<file path="config.mk">
export PLATFORM = sky130hd
export DESIGN_NAME = single_wire_bus_master_flat
export DESIGN_NICKNAME = d
export VERILOG_FILES = /design/src/rtl/core/swb_pkg.sv /design/src/rtl/core/swb_in_if.sv /design/src/rtl/core/swb_out_if.sv /design/src/rtl/core/swb_front.sv /design/src/rtl/core/swb_back.sv /design/src/rtl/core/single_wire_bus_master.sv /design/src/flat_wrapper.sv
export VERILOG_INCLUDE_DIRS = /design/src /design/src/rtl/core
export SDC_FILE = /design/constraint.sdc
export NUM_CORES = 1
export LEC_CHECK = 0
export BUFFER_PORTS_ARGS = -buffer_cell sky130_fd_sc_hd__buf_2
export CAP_MARGIN = 20
export CORE_ASPECT_RATIO = 1.2
export CORE_MARGIN = 4
export CORE_UTILIZATION = 28
export CTS_CLUSTER_DIAMETER = 120
export DETAILED_ROUTE_END_ITERATION = 8
export REMOVE_ABC_BUFFERS = 1
export SKIP_LAST_GASP = 1
export SLEW_MARGIN = 10
export SYNTH_ARGS = -nofsm -noshare
export SYNTH_HDL_FRONTEND = slang
export SYNTH_SLANG_ARGS = --single-unit
</file>
<file path="constraint.sdc">
create_clock -name clk -period 4.8 [get_ports clk]
set_input_delay 0.96 -clock clk [delete_from_list [all_inputs] [get_ports clk]]
set_output_delay 0.96 -clock clk [all_outputs]
set_load 0.02 [all_outputs]
</file>
<file path="src/rtl/core/single_wire_bus_master_defines.svh">
// ----------------------------------------------------------------------------
// single-wire bus master assertion macros
// clocked on clk, disabled while rst_n is low
// ----------------------------------------------------------------------------
`ifndef SINGLE_WIRE_BUS_MASTER_DEFINES_SVH
`define SINGLE_WIRE_BUS_MASTER_DEFINES_SVH

`ifndef NO_ASSERTIONS
`define SWB_ASSERT_IMP(lbl, ante, cons, msg) \
  lbl: assert property (@(posedge clk) disable iff (!rst_n) (ante) |-> (cons)) \
    else $error(msg);
`define SWB_ASSERT_NEXT(lbl, ante, cons, msg) \
  lbl: assert property (@(posedge clk) disable iff (!rst_n) (ante) |=> (cons)) \
    else $error(msg);
`else
`define SWB_ASSERT_IMP(lbl, ante, cons, msg)
`define SWB_ASSERT_NEXT(lbl, ante, cons, msg)
`endif

`endif

</file>
<file path="src/rtl/core/swb_pkg.sv">
// ----------------------------------------------------------------------------
// swb_pkg
// shared types and constants of the single-wire bus master
// ----------------------------------------------------------------------------
package swb_pkg;

  localparam int CFG_IDX_W  = 3;
  localparam int CFG_DATA_W = 12;

  localparam logic [1:0] CMD_TICK  = 2'd0;
  localparam logic [1:0] CMD_RESET = 2'd1;
  localparam logic [1:0] CMD_WRITE = 2'd2;
  localparam logic [1:0] CMD_READ  = 2'd3;

  localparam logic [CFG_IDX_W-1:0] REG_RESET_LOW     = 3'd0;
  localparam logic [CFG_IDX_W-1:0] REG_PRESENCE_WAIT = 3'd1;
  localparam logic [CFG_IDX_W-1:0] REG_SLOT_START    = 3'd2;
  localparam logic [CFG_IDX_W-1:0] REG_READ_SAMPLE   = 3'd3;
  localparam logic [CFG_IDX_W-1:0] REG_SLOT          = 3'd4;
  localparam logic [CFG_IDX_W-1:0] REG_RECOVERY      = 3'd5;

  typedef struct packed {
    logic       start_rst;
    logic       start_wr;
    logic       start_rd;
    logic [7:0] write_data;
    logic       bus_level;
  } swb_op_t;

  typedef struct packed {
    logic [11:0] reset_low_ticks;
    logic [11:0] presence_wait_ticks;
    logic [7:0]  slot_start_ticks;
    logic [7:0]  read_sample_ticks;
    logic [11:0] slot_ticks;
    logic [7:0]  recovery_ticks;
  } swb_cfg_t;

  typedef struct packed {
    logic       drive_low;
    logic       busy_res;
    logic       done_res;
    logic       no_presence;
    logic [7:0] read_byte;
  } swb_res_t;

endpackage

</file>
<file path="src/rtl/core/swb_in_if.sv">
// ----------------------------------------------------------------------------
// swb_in_if
// tick channel into the bus master: command, write byte and line level
// ----------------------------------------------------------------------------
interface swb_in_if;
  logic       valid;
  logic       ready;
  logic [1:0] command;
  logic [7:0] write_data;
  logic       bus_level;

  modport source (output valid, output command, output write_data, output bus_level,
                  input ready);
  modport sink (input valid, input command, input write_data, input bus_level,
                output ready);
endinterface

</file>
<file path="src/rtl/core/swb_out_if.sv">
// ----------------------------------------------------------------------------
// swb_out_if
// result channel of the bus master, one item per tick
// ----------------------------------------------------------------------------
interface swb_out_if;
  logic       valid;
  logic       ready;
  logic       drive_low;
  logic       busy_res;
  logic       done_res;
  logic       no_presence;
  logic [7:0] read_byte;

  modport source (output valid, output drive_low, output busy_res, output done_res,
                  output no_presence, output read_byte, input ready);
  modport sink (input valid, input drive_low, input busy_res, input done_res,
                input no_presence, input read_byte, output ready);
endinterface

</file>
<file path="src/rtl/core/swb_front.sv">
// ----------------------------------------------------------------------------
// swb_front
// accepts ticks, decodes the start command and queues them for the back end
// ----------------------------------------------------------------------------
`include "single_wire_bus_master_defines.svh"

module swb_front
  import swb_pkg::*;
#(
  parameter int DEPTH = 2
) (
  input  logic       clk,
  input  logic       rst_n,
  swb_in_if.sink     in_ch,
  output swb_op_t    head_op,
  output logic       head_valid,
  input  logic       head_pop
);

  localparam int PTR_W = (DEPTH > 2) ? $clog2(DEPTH) : 1;
  localparam int CNT_W = $clog2(DEPTH + 1);

  swb_op_t            mem_r [DEPTH];
  logic [PTR_W-1:0]   wr_ptr_r, wr_ptr_nxt;
  logic [PTR_W-1:0]   rd_ptr_r, rd_ptr_nxt;
  logic [CNT_W-1:0]   cnt_r, cnt_nxt;
  logic               push, pop;
  swb_op_t            op;

  // decode
  always_comb begin
    op            = '0;
    op.start_rst  = (in_ch.command == CMD_RESET);
    op.start_wr   = (in_ch.command == CMD_WRITE);
    op.start_rd   = (in_ch.command == CMD_READ);
    op.write_data = in_ch.write_data;
    op.bus_level  = in_ch.bus_level;
  end

  assign in_ch.ready = (cnt_r != CNT_W'(DEPTH));
  assign push        = in_ch.valid && in_ch.ready;
  assign head_valid  = (cnt_r != '0);
  assign pop         = head_pop && head_valid;
  assign head_op     = mem_r[rd_ptr_r];

  always_comb begin
    wr_ptr_nxt = wr_ptr_r;
    rd_ptr_nxt = rd_ptr_r;
    cnt_nxt    = cnt_r;
    if (push) begin
      wr_ptr_nxt = (wr_ptr_r == PTR_W'(DEPTH - 1)) ? '0 : wr_ptr_r + PTR_W'(1);
    end
    if (pop) begin
      rd_ptr_nxt = (rd_ptr_r == PTR_W'(DEPTH - 1)) ? '0 : rd_ptr_r + PTR_W'(1);
    end
    if (push && !pop) begin
      cnt_nxt = cnt_r + CNT_W'(1);
    end else if (pop && !push) begin
      cnt_nxt = cnt_r - CNT_W'(1);
    end
  end

  always_ff @(posedge clk) begin
    if (!rst_n) begin
      wr_ptr_r <= '0;
      rd_ptr_r <= '0;
      cnt_r    <= '0;
    end else begin
      wr_ptr_r <= wr_ptr_nxt;
      rd_ptr_r <= rd_ptr_nxt;
      cnt_r    <= cnt_nxt;
    end
  end

  always_ff @(posedge clk) begin
    if (push) begin
      mem_r[wr_ptr_r] <= op;
    end
  end

  `SWB_ASSERT_IMP(a_cnt_bound, 1'b1, cnt_r <= CNT_W'(DEPTH), "queue count out of range")
  `SWB_ASSERT_NEXT(a_pop_drains, pop && !push, cnt_r == $past(cnt_r) - CNT_W'(1), "pop lost")

endmodule

</file>
<file path="src/rtl/core/swb_back.sv">
// ----------------------------------------------------------------------------
// swb_back
// bus timing sequencer: one queued tick per cycle, while the result is free or taken, into a registered result
// ----------------------------------------------------------------------------
`include "single_wire_bus_master_defines.svh"

module swb_back
  import swb_pkg::*;
(
  input  logic       clk,
  input  logic       rst_n,
  input  swb_cfg_t   cfg,
  input  swb_op_t    head_op,
  input  logic       head_valid,
  output logic       head_pop,
  swb_out_if.source  out_ch
);

  localparam logic [3:0] PH_IDLE     = 4'd0;
  localparam logic [3:0] PH_RST_LOW  = 4'd1;
  localparam logic [3:0] PH_RST_WAIT = 4'd2;
  localparam logic [3:0] PH_RST_REL  = 4'd3;
  localparam logic [3:0] PH_WR_LOW   = 4'd4;
  localparam logic [3:0] PH_WR_HOLD  = 4'd5;
  localparam logic [3:0] PH_WR_REC   = 4'd6;
  localparam logic [3:0] PH_RD_LOW   = 4'd7;
  localparam logic [3:0] PH_RD_WAIT  = 4'd8;
  localparam logic [3:0] PH_RD_HOLD  = 4'd9;
  localparam logic [3:0] PH_RD_REC   = 4'd10;

  logic [3:0]  phase_r, phase_nxt;
  logic [11:0] tc_r, tc_nxt;
  logic [2:0]  bi_r, bi_nxt;
  logic [7:0]  shift_r, shift_nxt;
  logic        pres_r, pres_nxt;
  logic        out_valid_r;
  swb_res_t    res_r, res_nxt;

  logic [3:0]  e_phase;
  logic [11:0] e_tc;
  logic [2:0]  e_bi;
  logic [7:0]  e_shift;
  logic [11:0] len_sel, tc_inc, tc_cnt;
  logic        cnt_end, drive, done, advance, level;

  assign advance  = head_valid && (!out_valid_r || out_ch.ready);
  assign head_pop = advance;
  assign level    = head_op.bus_level;

  always_comb begin
    e_phase = phase_r;
    e_tc    = tc_r;
    e_bi    = bi_r;
    e_shift = shift_r;
    if (phase_r == PH_IDLE) begin
      priority if (head_op.start_rst) begin
        e_phase = PH_RST_LOW;
        e_tc    = '0;
        e_bi    = '0;
      end else if (head_op.start_wr) begin
        e_phase = PH_WR_LOW;
        e_tc    = '0;
        e_bi    = '0;
        e_shift = head_op.write_data;
      end else if (head_op.start_rd) begin
        e_phase = PH_RD_LOW;
        e_tc    = '0;
        e_bi    = '0;
        e_shift = '0;
      end else begin
      end
    end

    unique case (e_phase)
      PH_RST_LOW:             len_sel = cfg.reset_low_ticks;
      PH_RST_WAIT:            len_sel = cfg.presence_wait_ticks;
      PH_WR_LOW, PH_RD_LOW:   len_sel = {4'd0, cfg.slot_start_ticks};
      PH_RD_WAIT:             len_sel = {4'd0, cfg.read_sample_ticks};
      PH_WR_HOLD, PH_RD_HOLD: len_sel = cfg.slot_ticks;
      PH_WR_REC, PH_RD_REC:   len_sel = {4'd0, cfg.recovery_ticks};
      default:                len_sel = '0;
    endcase

    tc_inc  = e_tc + 12'd1;
    cnt_end = (tc_inc >= len_sel);
    tc_cnt  = cnt_end ? '0 : tc_inc;

    phase_nxt = e_phase;
    tc_nxt    = e_tc;
    bi_nxt    = e_bi;
    shift_nxt = e_shift;
    pres_nxt  = pres_r;
    drive     = 1'b0;
    done      = 1'b0;

    unique case (e_phase)
      PH_IDLE: begin
      end
      PH_RST_LOW: begin
        drive  = 1'b1;
        tc_nxt = tc_cnt;
        if (cnt_end) phase_nxt = PH_RST_WAIT;
      end
      PH_RST_WAIT: begin
        tc_nxt = tc_cnt;
        if (cnt_end) begin
          pres_nxt = level;
          if (level) begin
            phase_nxt = PH_IDLE;
            done      = 1'b1;
          end else begin
            phase_nxt = PH_RST_REL;
          end
        end
      end
      PH_RST_REL: begin
        if (level) begin
          phase_nxt = PH_IDLE;
          done      = 1'b1;
        end
      end
      PH_WR_LOW: begin
        drive  = 1'b1;
        tc_nxt = tc_cnt;
        if (cnt_end) phase_nxt = PH_WR_HOLD;
      end
      PH_WR_HOLD: begin
        drive  = !e_shift[0];
        tc_nxt = tc_cnt;
        if (cnt_end) begin
          shift_nxt = {1'b0, e_shift[7:1]};
          if (e_bi == '1) begin
            phase_nxt = PH_IDLE;
            done      = 1'b1;
          end else begin
            phase_nxt = PH_WR_REC;
          end
        end
      end
      PH_WR_REC: begin
        tc_nxt = tc_cnt;
        if (cnt_end) begin
          bi_nxt    = e_bi + 3'd1;
          phase_nxt = PH_WR_LOW;
        end
      end
      PH_RD_LOW: begin
        drive  = 1'b1;
        tc_nxt = tc_cnt;
        if (cnt_end) phase_nxt = PH_RD_WAIT;
      end
      PH_RD_WAIT: begin
        tc_nxt = tc_cnt;
        if (cnt_end) begin
          shift_nxt = {level, e_shift[7:1]};
          phase_nxt = PH_RD_HOLD;
        end
      end
      PH_RD_HOLD: begin
        tc_nxt = tc_cnt;
        if (cnt_end) begin
          if (e_bi == '1) begin
            phase_nxt = PH_IDLE;
            done      = 1'b1;
          end else begin
            phase_nxt = PH_RD_REC;
          end
        end
      end
      PH_RD_REC: begin
        tc_nxt = tc_cnt;
        if (cnt_end) begin
          bi_nxt    = e_bi + 3'd1;
          phase_nxt = PH_RD_LOW;
        end
      end
      default: begin
        phase_nxt = PH_IDLE;
        tc_nxt    = '0;
      end
    endcase

    res_nxt.drive_low   = drive;
    res_nxt.busy_res    = (phase_nxt != PH_IDLE);
    res_nxt.done_res    = done;
    res_nxt.no_presence = pres_nxt;
    res_nxt.read_byte   = shift_nxt;
  end

  always_ff @(posedge clk) begin
    if (!rst_n) begin
      phase_r     <= PH_IDLE;
      tc_r        <= '0;
      bi_r        <= '0;
      shift_r     <= '0;
      pres_r      <= 1'b1;
      out_valid_r <= 1'b0;
    end else begin
      if (advance) begin
        phase_r     <= phase_nxt;
        tc_r        <= tc_nxt;
        bi_r        <= bi_nxt;
        shift_r     <= shift_nxt;
        pres_r      <= pres_nxt;
        out_valid_r <= 1'b1;
      end else if (out_ch.ready) begin
        out_valid_r <= 1'b0;
      end
    end
  end

  always_ff @(posedge clk) begin
    if (advance) begin
      res_r <= res_nxt;
    end
  end

  assign out_ch.valid       = out_valid_r;
  assign out_ch.drive_low   = res_r.drive_low;
  assign out_ch.busy_res    = res_r.busy_res;
  assign out_ch.done_res    = res_r.done_res;
  assign out_ch.no_presence = res_r.no_presence;
  assign out_ch.read_byte   = res_r.read_byte;

  `SWB_ASSERT_IMP(a_idle_count_clear, phase_r == PH_IDLE, tc_r == '0, "tick count left in idle")
  `SWB_ASSERT_IMP(a_done_not_busy, out_valid_r && res_r.done_res, !res_r.busy_res,
                  "done item still busy")
  `SWB_ASSERT_NEXT(a_state_holds, !advance,
                   $stable(phase_r) && $stable(tc_r) && $stable(bi_r) && $stable(shift_r),
                   "sequencer moved without an item")

endmodule

</file>
<file path="src/rtl/core/single_wire_bus_master.sv">
// ----------------------------------------------------------------------------
// single_wire_bus_master
// open-drain single-wire bus master, timed by one input item per bus tick
// ----------------------------------------------------------------------------
// Each input item is one tick: the sampled line level plus an optional start
// command (bus reset with presence detect, write byte, read byte, lsb first).
// Every accepted item gives exactly one result item telling whether to pull
// the line low on that tick, plus busy, done, presence and the shift byte.
// An item is taken every clock cycle while the queue has room: the decoder and
// a small queue feed the timing sequencer, which handles one queued tick per
// cycle into the output register while it is free or being read. Commands that
// arrive while an operation runs are ignored. The user writes timing registers
// through the cfg port while the block is idle; the block does not enforce it.
`include "single_wire_bus_master_defines.svh"

module single_wire_bus_master
  import swb_pkg::*;
#(
  parameter int QUEUE_DEPTH = 2
) (
  input  logic                  clk,
  input  logic                  rst_n,
  input  logic                  cfg_we,
  input  logic [CFG_IDX_W-1:0]  cfg_index,
  input  logic [CFG_DATA_W-1:0] cfg_wdata,
  swb_in_if.sink                in_ch,
  swb_out_if.source             out_ch
);

  swb_cfg_t cfg_r;
  swb_op_t  head_op;
  logic     head_valid;
  logic     head_pop;

  always_ff @(posedge clk) begin
    if (!rst_n) begin
      cfg_r.reset_low_ticks     <= 12'd600;
      cfg_r.presence_wait_ticks <= 12'd60;
      cfg_r.slot_start_ticks    <= 8'd2;
      cfg_r.read_sample_ticks   <= 8'd2;
      cfg_r.slot_ticks          <= 12'd60;
      cfg_r.recovery_ticks      <= 8'd1;
    end else if (cfg_we) begin
      unique case (cfg_index)
        REG_RESET_LOW:     cfg_r.reset_low_ticks     <= cfg_wdata;
        REG_PRESENCE_WAIT: cfg_r.presence_wait_ticks <= cfg_wdata;
        REG_SLOT_START:    cfg_r.slot_start_ticks    <= cfg_wdata[7:0];
        REG_READ_SAMPLE:   cfg_r.read_sample_ticks   <= cfg_wdata[7:0];
        REG_SLOT:          cfg_r.slot_ticks          <= cfg_wdata;
        REG_RECOVERY:      cfg_r.recovery_ticks      <= cfg_wdata[7:0];
        default: begin
        end
      endcase
    end
  end

  swb_front #(
    .DEPTH (QUEUE_DEPTH)
  ) u_front (
    .clk        (clk),
    .rst_n      (rst_n),
    .in_ch      (in_ch),
    .head_op    (head_op),
    .head_valid (head_valid),
    .head_pop   (head_pop)
  );

  swb_back u_back (
    .clk        (clk),
    .rst_n      (rst_n),
    .cfg        (cfg_r),
    .head_op    (head_op),
    .head_valid (head_valid),
    .head_pop   (head_pop),
    .out_ch     (out_ch)
  );

  `SWB_ASSERT_IMP(a_pop_needs_item, head_pop, head_valid, "sequencer took from empty queue")

endmodule

</file>
<file path="src/flat_wrapper.sv">
// flat-port wrapper written by rule: the top's interface ports become plain ports
module single_wire_bus_master_flat import swb_pkg::*;
#(
  parameter int QUEUE_DEPTH = 2
)
  (clk, rst_n, cfg_we, cfg_index, cfg_wdata, in_ch_valid, in_ch_command, in_ch_write_data, in_ch_bus_level, in_ch_ready, out_ch_valid, out_ch_drive_low, out_ch_busy_res, out_ch_done_res, out_ch_no_presence, out_ch_read_byte, out_ch_ready);
  swb_in_if in_ch_i ();
  swb_out_if out_ch_i ();
  input  logic clk;
  input  logic rst_n;
  input  logic cfg_we;
  input  logic [CFG_IDX_W-1:0] cfg_index;
  input  logic [CFG_DATA_W-1:0] cfg_wdata;
  input wire logic [$bits(in_ch_i.valid)-1:0] in_ch_valid;
  input wire logic [$bits(in_ch_i.command)-1:0] in_ch_command;
  input wire logic [$bits(in_ch_i.write_data)-1:0] in_ch_write_data;
  input wire logic [$bits(in_ch_i.bus_level)-1:0] in_ch_bus_level;
  output wire logic [$bits(in_ch_i.ready)-1:0] in_ch_ready;
  output wire logic [$bits(out_ch_i.valid)-1:0] out_ch_valid;
  output wire logic [$bits(out_ch_i.drive_low)-1:0] out_ch_drive_low;
  output wire logic [$bits(out_ch_i.busy_res)-1:0] out_ch_busy_res;
  output wire logic [$bits(out_ch_i.done_res)-1:0] out_ch_done_res;
  output wire logic [$bits(out_ch_i.no_presence)-1:0] out_ch_no_presence;
  output wire logic [$bits(out_ch_i.read_byte)-1:0] out_ch_read_byte;
  input wire logic [$bits(out_ch_i.ready)-1:0] out_ch_ready;
  assign in_ch_i.valid = in_ch_valid;
  assign in_ch_i.command = in_ch_command;
  assign in_ch_i.write_data = in_ch_write_data;
  assign in_ch_i.bus_level = in_ch_bus_level;
  assign in_ch_ready = in_ch_i.ready;
  assign out_ch_valid = out_ch_i.valid;
  assign out_ch_drive_low = out_ch_i.drive_low;
  assign out_ch_busy_res = out_ch_i.busy_res;
  assign out_ch_done_res = out_ch_i.done_res;
  assign out_ch_no_presence = out_ch_i.no_presence;
  assign out_ch_read_byte = out_ch_i.read_byte;
  assign out_ch_i.ready = out_ch_ready;
  single_wire_bus_master #(.QUEUE_DEPTH(QUEUE_DEPTH)) u_core (.clk(clk), .rst_n(rst_n), .cfg_we(cfg_we), .cfg_index(cfg_index), .cfg_wdata(cfg_wdata), .in_ch(in_ch_i), .out_ch(out_ch_i));
endmodule
</file>
==> impl_metrics.json, run 1 <==
{
  "status": "complete, no violations",
  "start_kind": "flip-flop",
  "netlist_top_cells_area": "dfxtp_1 30%, edfxtp_1 17%, nand2_1 10%, a21boi_0 5.5%, ha_1 3.2%",
  "layoutNonFillerInstCount": 1011,
  "root_buffer": "clkbuf_16",
  "worstPathMaxFanout": 8,
  "synth_area_per_cell_um2": 9.139,
  "arrival_ns": 4.54,
  "fillers": 2191,
  "final.setup.tns_ns": 0,
  "leakage_nw": 2.823,
  "worstHoldStart": "u_core.cfg_r[33]",
  "seq_area_um2": 2963,
  "cap_violations": 0,
  "holdWs_ns": 0.4615,
  "cts_made_buffers": 17,
  "wl_met1_mm": 6.635,
  "holdPathStages": 2,
  "overflow": 0,
  "antenna_found_initial": 0,
  "rr_worst_depth": 20,
  "maxClockFrequency_mhz": 236.9,
  "rsz0062_at_grt": "false",
  "hold_path.class": "flip-flop to flip-flop",
  "finalWirelength_mm": 15.21,
  "ys_ff_latch": 130,
  "grt_pass1_vias": 4887,
  "place_congestion": 0.8174,
  "synth_fa_ha_area_frac": 0.03217,
  "synth_compound_area_frac": 0.1781,
  "slew_headroom": 0.2963,
  "io_pins": 45,
  "synthArstFlopShare": 0,
  "synth_top_cell_by_area": "dfxtp_1",
  "fin_nets": 771,
  "worstPathRequired_ns": 5.12,
  "drc": 0,
  "synth_top_family_by_area": "simple AND/OR/NAND/NOR gates",
  "coreArea_um2": 21780,
  "ys_seq_area_frac": 0.4761,
  "multi_input_area_um2": 3087,
  "r2r-end": "u_core.u_back.shift_r[4]",
  "drv_slew": 0,
  "dp_cells": 978,
  "dieHeight_um": 171.3,
  "hpwl_mm": 10.58,
  "wl_per_cell_um": 15.04,
  "synthXorXnorAreaFrac": 0.01830,
  "vias": 5063,
  "vias_per_cell": 5.008,
  "wl_met2_mm": 7.472,
  "antenna_left": 0,
  "fin_skew_ns": 0.01059,
  "grt_pass1_wl_mm": 25.07,
  "area_delta_synth_final_pct": 18.50,
  "synth-edff-count": 36,
  "period_minus_slack_ns": 4.221,
  "htree_levels": 4,
  "dr_wl_met3_um": 783,
  "drtIter0Drc": 347,
  "syn_inst": 681,
  "fin_crit_sh": 0.8794,
  "clk_pin_slew_ns": 0.06,
  "ir_worst_vdd_mv": 0.3079,
  "synthMuxAreaShare": 0.03840,
  "ys.flop_type": "dfxtp_1",
  "track_usage": 0.1285,
  "synth-simple-area-share": 0.2260,
  "clockBufferDepth": 2,
  "hold_viol_final": 0,
  "yosysWarnings": 0,
  "cts_tree": "built",
  "drive_gt1_frac": 0.1696,
  "ys_types": 59,
  "power_mw": 4.083,
  "cts_num_sinks": 130,
  "r2r_setup_slack_ns": 0.58,
  "worstMarginPinSlew_ns": 1.052,
  "endpoint_kind": "flip-flop",
  "clk_latency_ns": 0.43,
  "grt_max_degree": 60,
  "firstDrtPassIters": 9,
  "die_area_um2": 24690,
  "start_util": 0.2858,
  "top_layer_used": "met4",
  "syn_area_um2": 6223,
  "diodes": 0,
  "portBuffers": 44,
  "timing_worst_setup_path_type": "flip-flop to flip-flop",
  "setup_viol": 0,
  "fp.dieW_um": 144.1,
  "fp-row-count": 59,
  "synth_top_area_frac": 0.3024,
  "cts_setup_buffers": 0,
  "cts_hold_buffers": 0,
  "power_density_nw_per_um2": 553.7,
  "hold-path-endpoint": "u_core.cfg_r[33]"
}
what timing repair did:
| item | 4_1_cts | 5_1_grt |
|---|---|---|
| gates resized for setup | 0 | 2 |
| hold endpoints to repair | 0 | 0 |
| setup endpoints to repair | 0 | 25 |
critical path: stages, from the launching register on:
cell     delay, ns
dfxtp_1       0.46
mux2i_1       0.22
buf_4         0.15
o21ai_1       0.08
nand2_1       0.24
nand2_1       0.11
inv_1         0.09
ha_1          0.17
and3_1        0.21
and3_1        0.24
nand3_1       0.11
xor2_1        0.14
nor2_1        0.07
ha_1          0.34
a21oi_1       0.15
nand2_1       0.07
a21oi_1       0.21
o21ai_2       0.17
o21ai_2       0.22
mux2_2        0.41
a31o_2        0.24
how the worst max path moves through the flow:
stage / to / depth (start not counted)
floorplan: u_core.u_back.shift_r[1] / 18
global placement: u_core.u_back.out_ch.busy_res / 20
detailed placement: u_core.u_back.shift_r[5] / 19
CTS: u_core.u_back.shift_r[5] / 19
global route: u_core.u_back.out_ch.busy_res / 21
finish: u_core.u_back.shift_r[4] / 20
power breakdown:
| part | switching (mW) | total [mW] | internal, mW |
|---|---|---|---|
| clock network | 0.511 | 1.39 | 0.876 |
| registers | 0.0827 | 1.39 | 1.30 |
| logic | 0.825 | 1.31 | 0.484 |
| total | 1.42 | 4.08 | 2.66 |
synth_stat cells, drive strengths merged, types with 2 or more instances:
master	number
a211oi	6
a21boi	46
a21o	2
a21oi	23
a221o	2
a222oi	11
a22o	14
a31o	7
and2	9
and3	12
buf	11
clkbuf	24
dfxtp	94
edfxtp	36
ha	16
inv	4
mux2	12
mux2i	10
nand2	174
nand2b	9
nand3	34
nand4	5
nor2	30
nor2b	10
nor3	12
nor3b	2
o21a	5
o21ai	23
o22ai	4
or2	4
or3	4
xnor2	5
xor2	8
layer usage:
layer | global-route usage | vias to the layer above
met2 | 0.2173 | 128
met4 | 0.05446 | 0
met5 | 0 | -
met1 | 0.1554 | 2385
li1 | - | 2521
met3 | 0.03115 | 29
flip-flops by register name, indices dropped and copies added (netlist names), named ones only:
register,flops
u_core.cfg_r,60
u_core.u_front.mem_r,24
u_core.u_back.tc_r,12
u_core.u_back.out_ch.read_byte,8
u_core.u_back.shift_r,8
u_core.u_back.phase_r,4
u_core.u_back.bi_r,3
u_core.u_front.cnt_r,2
u_core.u_back.out_ch.busy_res,1
u_core.u_back.out_ch.done_res,1
u_core.u_back.out_ch.drive_low,1
u_core.u_back.out_ch.no_presence,1
u_core.u_back.out_ch.valid,1
u_core.u_back.pres_r,1
u_core.u_front.rd_ptr_r,1
u_core.u_front.wr_ptr_r,1
through the flow:
step	utilization	setup slack, ns	cell area, um^2
6_report	0.3386	0.5788	7375
5_1_grt	0.3386	0.03637	7375
3_3_place_gp	0.3088	0.4390	6724
3_5_place_dp	0.3088	0.3667	6724
2_1_floorplan	-	0.5677	6046
4_1_cts	0.3377	0.3759	7355
kinds of logic (layout without fill, tap and decap cells):
group / count (synthesis) / in the layout
and+or+nand+nor: 308 / 308
AOI/OAI and AO/OA: 153 / 153
DFF: 130 / 130
buffers and inverters: 39 / 95
muxes: 22 / 22
adders and majority gates: 16 / 16
xor gates and xnor gates: 13 / 13
area by class of cell:
class / count / share of cell area
clock inverters: 15 / 0.02782
flip-flops and latches: 130 / 0.4018
repair buffers: 59 / 0.04564
multi-input cells: 512 / 0.4186
well taps: 274 / 0.04649
clock buffers: 17 / 0.05769
inverters: 4 / 0.002036
layout by cell type, fill, tap and decap left out, types with 3 or more instances in the layout:
master     synthesis  routed
o21a_1             5       5
or3_1              3       3
inv_1              4       4
and2_1             9       9
o21ai_0           18      18
buf_2              4      44
nand4_1            5       5
ha_1              16      16
inv_6              0       4
a21oi_1           22      22
a31o_2             7       7
nand2b_1           9       9
xnor2_1            5       5
edfxtp_1          36      36
mux2_2            11      11
and3_1            12      12
dfxtp_1           94      94
buf_4              1      14
a22o_1            14      14
nand3_1           33      33
nand2_1          173     173
a211oi_1           6       6
mux2i_1           10      10
nor3_1            11       9
or2_2              3       3
nor2_1            29      29
o22ai_1            4       4
o21ai_1            4       3
xor2_1             8       8
a21boi_0          46      46
clkbuf_16          0      17
nor2b_1           10      10
bufinv_16          0       4
a222oi_1          11      11
Note: power is estimated with default switching activity, not from simulation.
==> run 2: changes to the inputs <==
==> constraint.sdc (replaced) <==
create_clock -name clk -period 3.9 [get_ports clk]
set_input_delay 0.78 -clock clk [delete_from_list [all_inputs] [get_ports clk]]
set_output_delay 0.78 -clock clk [all_outputs]
set_load 0.02 [all_outputs]
==> impl_metrics.json, run 2 (synthesis results as in run 1) <==
{
  "setup_viol": 0,
  "cap_violations": 0,
  "fillers": 2189,
  "clk_latency_ns": 0.42,
  "largest_reg_flops": 60,
  "period_minus_slack_ns": 3.738,
  "final_cell_mix": "171 x nand2_1, 92 x dfxtp_1, 46 x a21boi_0",
  "start_util": 0.2858,
  "drive_gt1_frac": 0.2283,
  "place_ws_ns": -0.3086,
  "fp.dieW_um": 144.1,
  "antenna_left": 0,
  "arrival_ns": 4.01,
  "htree_levels": 4,
  "place_area_um2": 6977,
  "power_density_nw_per_um2": 678.3,
  "dp_cells": 1005,
  "grt_pass1_wl_mm": 26.05,
  "r2r_setup_slack_ns": 0.16,
  "coreArea_um2": 21780,
  "worstHoldStart": "u_core.cfg_r[33]",
  "holdWs_ns": 0.4625,
  "finalWirelength_mm": 15.98,
  "vias_per_cell": 4.953,
  "track_usage": 0.1335,
  "fin_skew_ns": 0.01328,
  "worstMarginPinSlew_ns": 1.020,
  "layoutNonFillerInstCount": 1046,
  "worstPathMaxFanout": 7,
  "grt_max_degree": 63,
  "leakage_nw": 2.993,
  "hold_viol_final": 0,
  "io_pins": 45,
  "area_delta_synth_final_pct": 24.61,
  "hold_path.class": "flip-flop to flip-flop",
  "layout.cell_area.non_filler_um2": 7755,
  "final_util": 0.3561,
  "reg2reg_from": "u_core.u_front.mem_r[0][11]",
  "portBuffers": 44,
  "hold-path-endpoint": "u_core.cfg_r[33]",
  "cts_made_buffers": 17,
  "r2r-end": "u_core.u_back.out_ch.busy_res",
  "rsz0062_at_grt": "true",
  "clockBufferDepth": 2,
  "slew_headroom": 0.3172,
  "fin_nets": 805,
  "antenna_found_initial": 1,
  "wl_per_cell_um": 15.28,
  "fin_crit_sh": 0.9583,
  "die_area_um2": 24690,
  "timing_worst_setup_path_type": "flip-flop to flip-flop",
  "hpwl_mm": 11.21,
  "status": "complete, no violations",
  "root_buffer": "clkbuf_16",
  "overflow": 0,
  "clk_pin_slew_ns": 0.06,
  "firstDrtPassIters": 7,
  "cts_tree": "built",
  "ir_worst_vdd_mv": 0.3351,
  "place_congestion": 0.8815,
  "final.setup.tns_ns": 0,
  "cts_num_sinks": 130,
  "vias": 5181,
  "holdPathStages": 2,
  "rr_worst_depth": 23,
  "worst_slack_ns": 0.1624,
  "start_kind": "flip-flop",
  "drv_slew": 0,
  "cts_hold_buffers": 0,
  "drtIter0Drc": 383,
  "dieHeight_um": 171.3,
  "endpoint_kind": "flip-flop",
  "top_register": "u_core.cfg_r",
  "reg_top3": "u_core.cfg_r x60, u_core.u_front.mem_r x24, u_core.u_back.tc_r x12",
  "final_common_cell": "nand2_1",
  "worstPathRequired_ns": 4.18,
  "grt_pass1_vias": 5208,
  "maxClockFrequency_mhz": 267.6,
  "power_mw": 5.260,
  "drc": 0,
  "fp-row-count": 59
}
run 2: cell count changes in the layout (fill, tap and decap cells not counted), moves of 3 or more:
cell,delta
buf_4,+28
buf_12,+4
a21oi_2,+3
clkbuf_1,+3
a21oi_1,-3
nor3_1,-3
run 2: worst max-delay path by stage:
stage | start | to | slack (ns) | cells past startpoint
CTS | u_core.u_front.mem_r[0][11] | u_core.u_back.out_ch.busy_res | 0.01 | 21
detailed placement | flip-flop | u_core.u_back.out_ch.busy_res | -0.31 | 21
finish | u_core.u_front.mem_r[0][11] | u_core.u_back.out_ch.busy_res | 0.16 | 23
global route | u_core.u_front.mem_r[0][11] | u_core.u_back.out_ch.busy_res | -0.03 | 23
floorplan | flip-flop | u_core.u_back.shift_r[1] | -0.33 | 18
global placement | flip-flop | u_core.u_back.out_ch.busy_res | -0.20 | 21
run 2: area by class of cell:
| class | instances | area [um^2] | share of cell area |
|---|---|---|---|
| multi-input combinational | 512 | 3186 | 0.4108 |
| sequential | 130 | 2965 | 0.3824 |
| timing repair buffer | 93 | 649.4 | 0.08374 |
| clock buffer | 20 | 436.7 | 0.05631 |
| tap | 274 | 342.8 | 0.04421 |
| clock inverter | 12 | 157.7 | 0.02033 |
| inverter | 4 | 15.01 | 0.001936 |
| antenna | 1 | 2.502 | 0.0003227 |
run 2: critical path: stages, from the launching register on:
cell	delay (ns)
edfxtp_1	0.40
buf_6	0.15
mux2i_4	0.15
o21ai_2	0.09
nand2_2	0.10
nand2_2	0.06
inv_2	0.08
ha_4	0.14
and3_4	0.18
and3_4	0.21
nand3_2	0.08
xor2_1	0.15
nor2_1	0.14
ha_1	0.29
a21oi_2	0.15
nand2_1	0.07
a21oi_2	0.17
o21ai_2	0.13
buf_6	0.16
buf_4	0.13
buf_4	0.12
o21ai_0	0.24
a21oi_2	0.10
nand4_1	0.09
run 2: power breakdown:
group	internal (mW)	switching [mW]
Combinational	0.820	1.13
Clock	1.01	0.612
Sequential	1.61	0.0858
Total	3.44	1.82
run 2: metal layers:
| metal | part of all wire | up-vias | track usage |
|---|---|---|---|
| li1 | - | 2584 | - |
| met2 | 0.51 | 115 | 0.2375 |
| met1 | 0.44 | 2462 | 0.1550 |
| met5 | 0 | - | 0 |
| met3 | 0.039 | 20 | 0.03420 |
| met4 | 0.015 | 0 | 0.04545 |
run 2: repair_timing:
action,CTS,global route
buffers inserted,0,8
resized for setup,13,17
pin swaps,4,12
setup endpoints to repair,38,37
==> run 3: changes to the inputs <==
--- a/config.mk
+++ b/config.mk
@@ -6,6 +6,7 @@
 export SDC_FILE = /design/constraint.sdc
 export NUM_CORES = 1
 export LEC_CHECK = 0
+export ABC_AREA = 1
 export BUFFER_PORTS_ARGS = -buffer_cell sky130_fd_sc_hd__buf_2
 export CAP_MARGIN = 20
 export CORE_ASPECT_RATIO = 1.2
==> impl_metrics.json, run 3 <==
{
  "ys_types": 44,
  "drv_slew": 0,
  "reg_top3": "u_core.cfg_r x60, u_core.u_front.mem_r x24, u_core.u_back.tc_r x12",
  "synth-edff-count": 36,
  "final_common_cell": "nand2_1",
  "ir_worst_vdd_mv": 0.6127,
  "synth_area_per_cell_um2": 7.605,
  "htree_levels": 4,
  "antenna_left": 0,
  "yosysMostFrequentCell": "nand2_1",
  "power_mw": 7.095,
  "antenna_found_initial": 0,
  "syn_area_um2": 6646,
  "arrival_ns": 3.92,
  "synth_top_cell_by_area": "dfxtp_1",
  "largest_reg_flops": 60,
  "yosys-top-cells-count": "178 x nand2_1, 129 x nor2_1, 94 x dfxtp_1, 93 x inv_1, 72 x o21ai_0",
  "cap_violations": 0,
  "final_util": 0.3495,
  "slew_headroom": 0.4316,
  "portBuffers": 44,
  "diodes": 0,
  "holdWs_ns": 0.4553,
  "area_delta_synth_final_pct": 22.42,
  "synth_top_area_frac": 0.2831,
  "period_minus_slack_ns": 3.591,
  "ys_seq_area_frac": 0.4458,
  "clk_pin_slew_ns": 0.06,
  "wl_per_cell_um": 13.52,
  "start_kind": "flip-flop",
  "fin_crit_sh": 0.9208,
  "drc": 0,
  "clk_latency_ns": 0.43,
  "final_cell_mix": "175 x nand2_1, 125 x nor2_1, 93 x dfxtp_1",
  "hpwl_mm": 12.05,
  "fp-row-count": 61,
  "firstDrtPassIters": 5,
  "worst_slack_ns": 0.3088,
  "worstPathRequired_ns": 4.23,
  "start_util": 0.2855,
  "leakage_nw": 3.506,
  "hold_viol_final": 0,
  "cts_hold_buffers": 0,
  "netlist_top_cells_area": "dfxtp_1 28%, edfxtp_1 16%, nand2_1 10%, nor2_1 7.3%, o21ai_0 5.4%",
  "fin_skew_ns": 0.01200,
  "synthArstFlopShare": 0,
  "vias_per_cell": 4.653,
  "track_usage": 0.1340,
  "worstPathMaxFanout": 13,
  "cts_made_buffers": 17,
  "overflow": 0,
  "status": "complete, no violations",
  "grt_max_degree": 67,
  "hold_path.class": "flip-flop to flip-flop",
  "maxClockFrequency_mhz": 278.5,
  "power_density_nw_per_um2": 872.0,
  "fp.dieW_um": 148.6,
  "setup_viol": 0,
  "drive_gt1_frac": 0.1962,
  "clockBufferDepth": 2,
  "io_pins": 45,
  "cts_tree": "built",
  "worstMarginPinSlew_ns": 0.8474,
  "syn_inst": 874,
  "coreArea_um2": 23280,
  "yosysWarnings": 0,
  "grt_pass1_vias": 5582,
  "ys.flop_type": "dfxtp_1",
  "die_area_um2": 26280,
  "top_register": "u_core.cfg_r",
  "drtIter0Drc": 356,
  "place_ws_ns": 0.08002,
  "grt_pass1_wl_mm": 28.03,
  "ys_ff_latch": 130,
  "finalWirelength_mm": 17.15,
  "cts_num_sinks": 130,
  "endpoint_kind": "flip-flop",
  "dieHeight_um": 176.8,
  "root_buffer": "clkbuf_16",
  "vias": 5900,
  "rsz0062_at_grt": "true",
  "fin_nets": 987,
  "timing_worst_setup_path_type": "flip-flop to flip-flop",
  "place_congestion": 0.8648
}
-- run 3: layer usage --
metal	vias up	global-route usage	share of wire
li1	2999	-	-
met1	2727	0.1643	0.44
met2	146	0.2303	0.50
met3	28	0.02818	0.045
met4	0	0.05121	0.021
met5	-	0	0
-- run 3: final timing paths --
kind                      endpoint              from  slack [ns]  cells past startpoint
min               u_core.cfg_r[31]  u_core.cfg_r[31]        0.46                      2
max          u_core.u_back.tc_r[1]         flip-flop        0.31                     27
min reg2reg       u_core.cfg_r[31]  u_core.cfg_r[31]        0.46                      2
max reg2reg  u_core.u_back.tc_r[1]         flip-flop        0.31                     27
-- run 3: area by class of cell --
cell class                      count  area, um^2
Fill cell                        2398       15140
Inverter                          104       394.1
Clock inverter                     15       196.4
Tap cell                          315       394.1
Clock buffer                       17       425.4
Sequential cell                   130        2964
Timing Repair Buffer               78       525.5
Multi-Input combinational cell    609        3237
-- run 3: logic make-up (layout without fill, tap and decap cells) --
group	after synthesis	after routing	share of synthesized area
buffers and inverters	135	214	0.08245
and+or+nand+nor	402	402	0.2735
adders and majority gates	16	16	0.03012
AOI/OAI and AO/OA	184	184	0.1578
DFF	130	130	0.4458
xor gates and xnor gates	7	7	0.01036
-- run 3: repair_timing --
item	CTS	global route
setup buffers	0	8
gates resized for setup	0	28
setup endpoints to repair	0	35
-- run 3: where the power goes --
| part | total [mW] | switching (mW) | internal, mW |
|---|---|---|---|
| clock | 1.69 | 0.670 | 1.03 |
| sequential | 1.75 | 0.0796 | 1.67 |
| combinational | 3.65 | 2.38 | 1.27 |
-- run 3: per-stage QoR --
step	area [um^2]	instances	TNS (ns)
floorplan	6489	843	-9.320
global placement	7345	1226	0
detailed placement	7345	1226	0
CTS	7966	1258	0
global route	8137	1268	-0.01503
finish	8137	1268	0
-- run 3: critical path, cell delays in order (launching register included) --
cell and delay, ns:
dfxtp_2 0.38, buf_4 0.19, nand2_2 0.06, nand2_2 0.07, nor2_2 0.03, nand2_1 0.09
nand3_2 0.18, nand2_4 0.17, inv_2 0.04, nand2_2 0.10, nand2_4 0.11, nand2_1 0.07
o21ai_1 0.08, a211oi_2 0.26, ha_1 0.29, nand2_1 0.09, nor2_1 0.06, and2_1 0.15
nand2_1 0.06, nand4_1 0.12, buf_12 0.18, inv_1 0.10, nand2_2 0.13, inv_2 0.14
nand2_1 0.09, nand2_1 0.07, nand2_1 0.05, a21oi_1 0.13
